### src/rtl/core/dfs_fo_pkg.sv
// Shared types and constants for the depth-first finish order block.
package dfs_fo_pkg;

   // Fixed field widths of the transaction payloads
   localparam int VTX_W = 5;
   localparam int ROW_W = 32;
   localparam int CNT_W = 6;

   // Vertex count after reset
   localparam logic [CNT_W-1:0] COUNT_RESET = 6'd32;

   // Request kinds
   localparam logic KIND_LOAD = 1'b0;
   localparam logic KIND_RUN  = 1'b1;

   typedef struct packed {
      logic             kind;
      logic [4:0]       row_index;
      logic [ROW_W-1:0] row_bits;
   } req_type;

   typedef struct packed {
      logic [VTX_W-1:0] vertex;
      logic             empty_res;
      logic             last;
   } rsp_type;

   // Events from the search engine to the result sequencer
   typedef struct packed {
      logic             finish;   // a vertex turned black
      logic             done;     // run complete
      logic [VTX_W-1:0] vertex;
   } emit_ctl_type;

endpackage

### src/rtl/core/dfs_fo_emit.sv
// Result sequencer: holds one finished vertex back so the final one can carry last.
module dfs_fo_emit
   import dfs_fo_pkg::*;
(
   input  logic         clock,
   input  logic         reset,
   input  emit_ctl_type ctl,
   output logic         rsp_valid,
   output rsp_type      rsp_data
);

   logic             pend_valid_ff, pend_valid_in;
   logic [VTX_W-1:0] pend_vertex_ff, pend_vertex_in;
   logic             rsp_valid_ff, rsp_valid_in;
   rsp_type          rsp_data_ff, rsp_data_in;

   // Release the held vertex when a newer one arrives or the run ends
   always_comb begin
      pend_valid_in  = pend_valid_ff;
      pend_vertex_in = pend_vertex_ff;
      rsp_valid_in   = 1'b0;
      rsp_data_in    = rsp_data_ff;
      if (ctl.finish) begin
         if (pend_valid_ff) begin
            rsp_valid_in          = 1'b1;
            rsp_data_in.vertex    = pend_vertex_ff;
            rsp_data_in.empty_res = 1'b0;
            rsp_data_in.last      = 1'b0;
         end
         pend_valid_in  = 1'b1;
         pend_vertex_in = ctl.vertex;
      end else if (ctl.done) begin
         rsp_valid_in          = 1'b1;
         rsp_data_in.vertex    = pend_valid_ff ? pend_vertex_ff : '0;
         rsp_data_in.empty_res = !pend_valid_ff;
         rsp_data_in.last      = 1'b1;
         pend_valid_in         = 1'b0;
      end
   end

   always_ff @(posedge clock) begin
      if (reset) begin
         pend_valid_ff <= 1'b0;
         rsp_valid_ff  <= 1'b0;
      end else begin
         pend_valid_ff <= pend_valid_in;
         rsp_valid_ff  <= rsp_valid_in;
      end
   end

   // Payload registers
   always_ff @(posedge clock) begin
      pend_vertex_ff <= pend_vertex_in;
      rsp_data_ff    <= rsp_data_in;
   end

   assign rsp_valid = rsp_valid_ff;
   assign rsp_data  = rsp_data_ff;

endmodule

### src/rtl/core/dfs_finish_order_top.sv
// Top level of the depth-first finish order (DFS topological sort) block.
//
// Usage: a request transaction is taken when start is high and busy is low.
// kind load writes one adjacency row (row_bits, edge row_index -> j); busy
// stays low, so loads can arrive back to back. kind run starts a depth-first
// search over vertices 0 .. min(vertex_count, MAX_VERTICES)-1 and raises busy
// until the final result is on the result ports.
// Results appear on rsp_data for exactly one cycle with rsp_valid high, one
// per vertex reached, in finish (post) order; the final one has last set. A
// run that orders nothing gives one result with empty_res and last set.
// The final result shows in the same cycle that busy drops low. The scan of
// each adjacency row checks one bit per cycle unless a push or pop breaks in;
// each push adds one adjacency read and each pop a stack read plus an
// adjacency read; every outer vertex costs a read and a check.
// The first result follows the first finished vertex by one vertex, since one
// result is held back to mark last.
// The receiver cannot stall; no result waits on the receiver.
// Reset: vertex_count returns to 32 and control state clears; adjacency rows
// are not cleared. csr_we writes vertex_count; the user must use it only
// while idle, as the block itself does not enforce this.
module dfs_finish_order_top
   import dfs_fo_pkg::*;
#(
   parameter int MAX_VERTICES = 32
)
(
   input  logic             clock,
   input  logic             reset,
   input  logic             start,
   output logic             busy,
   input  req_type          req_data,
   output logic             rsp_valid,
   output rsp_type          rsp_data,
   input  logic             csr_we,
   input  logic [CNT_W-1:0] csr_wdata
);

   localparam int VW = (MAX_VERTICES > 1) ? $clog2(MAX_VERTICES) : 1;
   localparam int CW = $clog2(MAX_VERTICES + 1);
   localparam int SW = VW + CW;

   typedef enum logic [6:0] {
      S_IDLE = 7'b0000001,
      S_ORD  = 7'b0000010,
      S_OCHK = 7'b0000100,
      S_SCAN = 7'b0001000,
      S_POP  = 7'b0010000,
      S_LOAD = 7'b0100000,
      S_DONE = 7'b1000000
   } state_type;

   state_type               state_ff, state_in;
   logic [CNT_W-1:0]        count_ff, count_in;
   logic [CW-1:0]           n_ff, n_in;
   logic [CW-1:0]           outer_ff, outer_in;
   logic [CW-1:0]           depth_ff, depth_in;
   logic [VW-1:0]           cur_v_ff, cur_v_in;
   logic [CW-1:0]           cur_j_ff, cur_j_in;
   logic [MAX_VERTICES-1:0] cur_row_ff, cur_row_in;
   logic [MAX_VERTICES-1:0] seen_ff, seen_in;

   // Adjacency memory
   logic [ROW_W-1:0]        adj_mem [MAX_VERTICES];
   logic [ROW_W-1:0]        adj_rdata_ff;
   logic [VW-1:0]           adj_raddr;
   logic                    adj_we;

   // Walk stack memory: frames below the top, {vertex, next column}
   logic [SW-1:0]           stk_mem [MAX_VERTICES];
   logic [SW-1:0]           stk_rdata_ff;
   logic [VW-1:0]           stk_raddr;
   logic [VW-1:0]           stk_waddr;
   logic [SW-1:0]           stk_wdata;
   logic                    stk_we;

   logic [MAX_VERTICES-1:0] row_ext;
   logic [MAX_VERTICES-1:0] lim_mask;
   logic                    row_hit;
   logic                    row_load_ok;
   emit_ctl_type            emit_ctl;

   // Adjacency row widened or trimmed to the vertex range
   for (genvar gi = 0; gi < MAX_VERTICES; gi++) begin : g_row
      if (gi < ROW_W) begin : g_bit
         assign row_ext[gi] = adj_rdata_ff[gi];
      end else begin : g_zero
         assign row_ext[gi] = 1'b0;
      end
   end

   // Columns in use for this run
   always_comb begin
      for (int i = 0; i < MAX_VERTICES; i++) begin
         lim_mask[i] = (i < int'(n_ff));
      end
   end

   assign row_hit     = |(row_ext & lim_mask);
   assign row_load_ok = (int'(req_data.row_index) < MAX_VERTICES);
   assign busy        = (state_ff != S_IDLE);

   // Search sequencer
   always_comb begin
      state_in   = state_ff;
      count_in   = count_ff;
      n_in       = n_ff;
      outer_in   = outer_ff;
      depth_in   = depth_ff;
      cur_v_in   = cur_v_ff;
      cur_j_in   = cur_j_ff;
      cur_row_in = cur_row_ff;
      seen_in    = seen_ff;
      adj_raddr  = outer_ff[VW-1:0];
      adj_we     = 1'b0;
      stk_raddr  = '0;
      stk_waddr  = '0;
      stk_wdata  = {cur_v_ff, cur_j_ff + CW'(1)};
      stk_we     = 1'b0;
      emit_ctl   = '0;
      emit_ctl.vertex = VTX_W'(cur_v_ff);

      if (csr_we) begin
         count_in = csr_wdata;
      end

      unique case (state_ff)
         S_IDLE: begin
            if (start) begin
               if (req_data.kind == KIND_RUN) begin
                  n_in     = (int'(count_ff) > MAX_VERTICES) ? CW'(MAX_VERTICES)
                                                             : CW'(count_ff);
                  seen_in  = '0;
                  outer_in = '0;
                  depth_in = '0;
                  state_in = S_ORD;
               end else begin
                  adj_we = row_load_ok;
               end
            end
         end
         S_ORD: begin
            if (outer_ff == n_ff) begin
               state_in = S_DONE;
            end else begin
               adj_raddr = outer_ff[VW-1:0];
               state_in  = S_OCHK;
            end
         end
         S_OCHK: begin
            if (row_hit && !seen_ff[outer_ff[VW-1:0]]) begin
               seen_in[outer_ff[VW-1:0]] = 1'b1;
               cur_v_in   = outer_ff[VW-1:0];
               cur_j_in   = '0;
               cur_row_in = row_ext;
               depth_in   = CW'(1);
               state_in   = S_SCAN;
            end else begin
               outer_in = outer_ff + CW'(1);
               state_in = S_ORD;
            end
         end
         S_SCAN: begin
            if (cur_j_ff == n_ff) begin
               // Top vertex finished: emit and pop
               emit_ctl.finish = 1'b1;
               depth_in        = depth_ff - CW'(1);
               if (depth_ff == CW'(1)) begin
                  outer_in = outer_ff + CW'(1);
                  state_in = S_ORD;
               end else begin
                  stk_raddr = VW'(depth_ff - CW'(2));
                  state_in  = S_POP;
               end
            end else if (cur_row_ff[cur_j_ff[VW-1:0]] && !seen_ff[cur_j_ff[VW-1:0]]) begin
               seen_in[cur_j_ff[VW-1:0]] = 1'b1;
               if (int'(depth_ff) != MAX_VERTICES) begin
                  // Push: park current frame, descend into the new vertex
                  stk_we    = 1'b1;
                  stk_waddr = VW'(depth_ff - CW'(1));
                  cur_v_in  = cur_j_ff[VW-1:0];
                  cur_j_in  = '0;
                  depth_in  = depth_ff + CW'(1);
                  adj_raddr = cur_j_ff[VW-1:0];
                  state_in  = S_LOAD;
               end else begin
                  cur_j_in = cur_j_ff + CW'(1);
               end
            end else begin
               cur_j_in = cur_j_ff + CW'(1);
            end
         end
         S_POP: begin
            cur_v_in  = stk_rdata_ff[SW-1:CW];
            cur_j_in  = stk_rdata_ff[CW-1:0];
            adj_raddr = stk_rdata_ff[SW-1:CW];
            state_in  = S_LOAD;
         end
         S_LOAD: begin
            cur_row_in = row_ext;
            state_in   = S_SCAN;
         end
         S_DONE: begin
            emit_ctl.done = 1'b1;
            state_in      = S_IDLE;
         end
         default: begin
            state_in = S_IDLE;
         end
      endcase
   end

   // Control registers
   always_ff @(posedge clock) begin
      if (reset) begin
         state_ff <= S_IDLE;
         count_ff <= COUNT_RESET;
         outer_ff <= '0;
         depth_ff <= '0;
      end else begin
         state_ff <= state_in;
         count_ff <= count_in;
         outer_ff <= outer_in;
         depth_ff <= depth_in;
      end
   end

   // Working registers, set before use in every run
   always_ff @(posedge clock) begin
      n_ff       <= n_in;
      cur_v_ff   <= cur_v_in;
      cur_j_ff   <= cur_j_in;
      cur_row_ff <= cur_row_in;
      seen_ff    <= seen_in;
   end

   // Adjacency memory: one write, one registered read
   always_ff @(posedge clock) begin
      if (adj_we) begin
         adj_mem[VW'(req_data.row_index)] <= req_data.row_bits;
      end
      adj_rdata_ff <= adj_mem[adj_raddr];
   end

   // Walk stack memory; push and pop never fall in the same cycle
   always_ff @(posedge clock) begin
      if (stk_we) begin
         stk_mem[stk_waddr] <= stk_wdata;
      end
      stk_rdata_ff <= stk_mem[stk_raddr];
   end

   dfs_fo_emit u_emit (
      .clock     (clock),
      .reset     (reset),
      .ctl       (emit_ctl),
      .rsp_valid (rsp_valid),
      .rsp_data  (rsp_data)
   );

endmodule

### config.mk
export PLATFORM = sky130hd
export DESIGN_NAME = dfs_finish_order_top
export DESIGN_NICKNAME = d
export VERILOG_FILES = /design/src/rtl/core/dfs_fo_pkg.sv /design/src/rtl/core/dfs_fo_emit.sv /design/src/rtl/core/dfs_finish_order_top.sv
export SDC_FILE = /design/constraint.sdc
export NUM_CORES = 2
export LEC_CHECK = 0
export BUFFER_PORTS_ARGS = -buffer_cell sky130_fd_sc_hd__buf_4
export CAP_MARGIN = 20
export CELL_PAD_IN_SITES_DETAIL_PLACEMENT = 2
export CELL_PAD_IN_SITES_GLOBAL_PLACEMENT = 2
export CORE_ASPECT_RATIO = 0.75
export CORE_MARGIN = 4
export CORE_UTILIZATION = 47
export CTS_BUF_LIST = sky130_fd_sc_hd__clkbuf_16
export DETAILED_ROUTE_END_ITERATION = 7
export GPL_TIMING_DRIVEN = 0
export HOLD_SLACK_MARGIN = 0.12
export PLACE_DENSITY_LB_ADDON = 0.1
export SLEW_MARGIN = 20
export SYNTH_ARGS = -nofsm -noshare
export SYNTH_HDL_FRONTEND = slang
export SYNTH_HIERARCHICAL = 1
export SYNTH_SLANG_ARGS = --single-unit
### constraint.sdc
create_clock -name clock -period 5.1 [get_ports clock]
set_input_delay 0.51 -clock clock [delete_from_list [all_inputs] [get_ports clock]]
set_output_delay 0.51 -clock clock [all_outputs]
set_load 0.005 [all_outputs]
==> impl_metrics.toml <==
[routing]
postRouteAntennaNets = 0
route.detailed.drc = 0
wl_per_cell_um = 37.5
num_vias = 43112
viasPerCell = 6.72
wl_mm = 241
dr.pass1.iters = 6
drtIter0Drc = 6351

[yosys]
yosys_most_used_dff = "edfxtp_1"
synthArstFlopShare_pct = 0
synth-seq-cells = 1539
synthMuxAreaShare_pct = 5.71
synth_edf_count = 1469
synth_cells = 4245
synth.avg_cell_area_um2 = 14.8
synthSimpleGateAreaFrac_pct = 7.31
synth_compound_area_share_pct = 11.1
synth_top_family_by_area = "compound AO/OA/AOI/OAI gates"
synthAdderAreaFrac_pct = 0.279
seq_area_frac_synth_pct = 72.5
netlist_area_um2 = 62800
synth.net_count = 4307
yosys.area.top_type_share_pct = 70.2
synth_xor_area_share_pct = 0.321
synth_area_leaders = "edfxtp_1 70%, nand2_1 3.2%, mux4_2 2.4%, dfxtp_1 2.2%, mux2i_1 2.1%"
yosysTopAreaCell = "edfxtp_1"
ys_types = 91
yosys_warnings = 6

[power]
vdd_ir_drop_max_uv = 320
intPower_w = 0.0204
combPwrFrac_pct = 8.3
p_sw_share_pct = 25.4
fin_total_pwr_w = 0.0274
p_leak_nw = 23.8
clkPwrFrac_pct = 39.3
power_density_nw_per_um2 = 379
pwr-share-seq_pct = 52.4
switchingPower_w = 0.00696

[grt]
grt_max_degree = 35
groute.usage.overall_pct = 34.0
grt_overflow = 0
grt_pass1_wl_mm = 342
grt_pass1_vias = 44843
antenna_found_initial = 16

[sta]
hold_violations = 0
clock_skew_ns = 0.0311
period_share_pct = 100
fin_setup_tns_ns = -0.0238
setup_viol = 1
fmax_ghz = 0.195
period_needed_ns = 5.12
fin_ws_ns = -0.0238
slew_violations = 0
timing.hold.ws_ns = 0.168
tightest_slew_ns = 1.13
relSlewSlack_pct = 24.6

[die]
dieArea_um2 = 140000
io_pins = 57
num_rows = 115
start_util_pct = 47.6
die_h_um = 325
die_width_um = 430
core_um2 = 132000

[clock_network]
clock-sinks = 1539
cts_root_buffer = "clkbuf_16"
cts_buffers = 151
clk_path_buf_depth = 3
cts_tree = "yes"
clk_pin_slew_ns = 0.07
clock_latency_ns = 0.82
htreeDepth = 4

[critical_path]
cp.buffers_inverters = 6
worst-setup-path-type = "flip-flop to flip-flop"
reg2reg_depth = 15
crit_chain = "buf_4 -> buf_6 -> buf_4 -> xor2_1 -> nor2_1 -> nand3_1 -> buf_2 -> or3_1 -> clkbuf_1 -> nor2_1 -> clkbuf_1 -> nor2_1 -> nor2_1 -> o21ai_0 -> o21ai_1"
crit_path_end_kind = "flip-flop"
timing.rr.start = "cur_j_ff[1]$_DFFE_PP_"
rrSetupSlack_ns = -0.02
cpMostUsedCell = "nor2_1"
slowest_stage = "nor2_1"
cp.arrival_ns = 5.75
worstPathRequired_ns = 5.73
critPathLaunchType = "flip-flop"
r2r-end = "stk_rdata_ff[6]$_DFF_P_"
max_stage_delay_ns = 0.93
crit_family = "simple AND/OR/NAND/NOR gates"
crit_fanout = 10

[outcome]
status = "finished with violations"
violations = "setup timing"

[layout]
syn_to_final_growth_pct = 15.0
nNetsFinal = 4606
final_common_cell = "edfxtp_1"
stdcell_count = 6411
drive_gt1_share_pct = 15.9
final_cell_mix = "1469 x edfxtp_1, 528 x nand2_1, 193 x a21oi_1"

[placement]
dp_cells = 6117
io_buffers = 55
gp_congestion = 0.880
pre_cts_ws_ns = -1.95
dp_hpwl_mm = 162

[min_path]
hold_depth = 1
min_to = "adj_mem[13][6]$_DFFE_PP_"
hold_path.class = "primary input to flip-flop"
worstHoldStart = "req_data[6]"

[run]
maxCapViolCount = 0
[stage by stage]
step                      instance area, um2  util, %
after floorplan                        62800        -
after global placement                 65400     49.6
after detailed placement               67000     50.8
after CTS                              72000     54.6
after global routing                   72200     54.7
final                                  72200     54.7
[worst max-delay path by stage]
stage	from	end	slack (ns)	cells after the start
2_1_floorplan	outer_ff[0]$_SDFFE_PP0P_	seen_ff[0]$_SDFFCE_PP0P_	0.77	9
4_1_cts	cur_j_ff[1]$_DFFE_PP_	adj_rdata_ff[11]$_DFF_P_	-0.03	16
3_3_place_gp	depth_ff[0]$_SDFFE_PP0P_	adj_rdata_ff[4]$_DFF_P_	-1.89	13
6_report	cur_j_ff[1]$_DFFE_PP_	stk_rdata_ff[6]$_DFF_P_	-0.02	15
5_1_grt	n_ff[0]$_SDFFCE_PN0P_	stk_rdata_ff[6]$_DFF_P_	-0.003	13
3_5_place_dp	depth_ff[0]$_SDFFE_PP0P_	adj_rdata_ff[5]$_DFF_P_	-1.95	13
[cells in the mapped netlist (68+ instances only)]
| library cell | instances |
|---|---|
| edfxtp_1 | 1469 |
| nand2_1 | 530 |
| clkbuf_1 | 225 |
| a21oi_1 | 194 |
| nor2_1 | 178 |
| o31ai_1 | 131 |
| mux2i_1 | 130 |
| inv_1 | 108 |
| a22oi_1 | 105 |
| o211ai_1 | 97 |
| a32oi_1 | 96 |
| dfxtp_1 | 70 |
| mux2_2 | 68 |
[cells by family (layout without fill, tap and decap cells)]
logic type,Yosys count,count (layout)
DFF,1539,1539
and+or+nand+nor,1021,1021
AOI/OAI and AO/OA,951,951
buffers and inverters,431,836
muxes,266,266
xor gates and xnor gates,23,23
adders and majority gates,14,14
other,0,6
[cell type report]
| type | count | area (um2) |
|---|---|---|
| diodes | 6 | 15.0 |
| clock inverters | 101 | 544 |
| well taps | 1755 | 2200 |
| clock buffers | 158 | 3950 |
| inverters | 108 | 405 |
| fillers | 11785 | 59700 |
| repair buffers | 149 | 1900 |
| plain buffers | 320 | 1460 |
| flip-flops and latches | 1539 | 45500 |
| multi-input cells | 2275 | 16200 |
[routing by layer]
| metal | track usage, % | part of all wire, % |
|---|---|---|
| met3 | 6.79 | 9.6 |
| met5 | 0 | 0.0042 |
| met1 | 49.7 | 42 |
| met4 | 10.5 | 3.0 |
| met2 | 51.6 | 45 |
[worst reg2reg max path, stage by stage (launching register included)]
cell	delay (ns)
edfxtp_1	0.42
buf_4	0.21
buf_6	0.18
buf_4	0.22
xor2_1	0.18
nor2_1	0.21
nand3_1	0.14
buf_2	0.22
or3_1	0.36
clkbuf_1	0.35
nor2_1	0.93
clkbuf_1	0.50
nor2_1	0.14
nor2_1	0.18
o21ai_0	0.11
o21ai_1	0.60
[timing repair]
action	4_1_cts	5_1_grt
pin swaps	5	9
setup endpoints to repair	383	139
endpoints found under the hold margin	34	0
setup buffers	11	8
gates resized for setup	100	50
hold buffers	11	0
[flip-flops by register name, summed over array words and instances (netlist names), 7 cells and up]
name / cells
adj_mem: 1024
adj_rdata_ff: 32
cur_row_ff: 32
seen_ff: 32
state_ff: 7
stk_mem: 352
stk_rdata_ff: 11
u_emit/rsp_data: 7
[power by group through the flow]
stage,Sequential (W),Clock [W],Combinational [W]
5_1_grt,0.0143,0.0114,0.00237
6_report,0.0143,0.0108,0.00227
3_3_place_gp,0.0146,0,0.00191
3_5_place_dp,0.0146,0,0.00211
2_1_floorplan,0.0145,0,0.00110
4_1_cts,0.0143,0.0108,0.00222
Note: power is estimated with default switching activity, not from simulation.
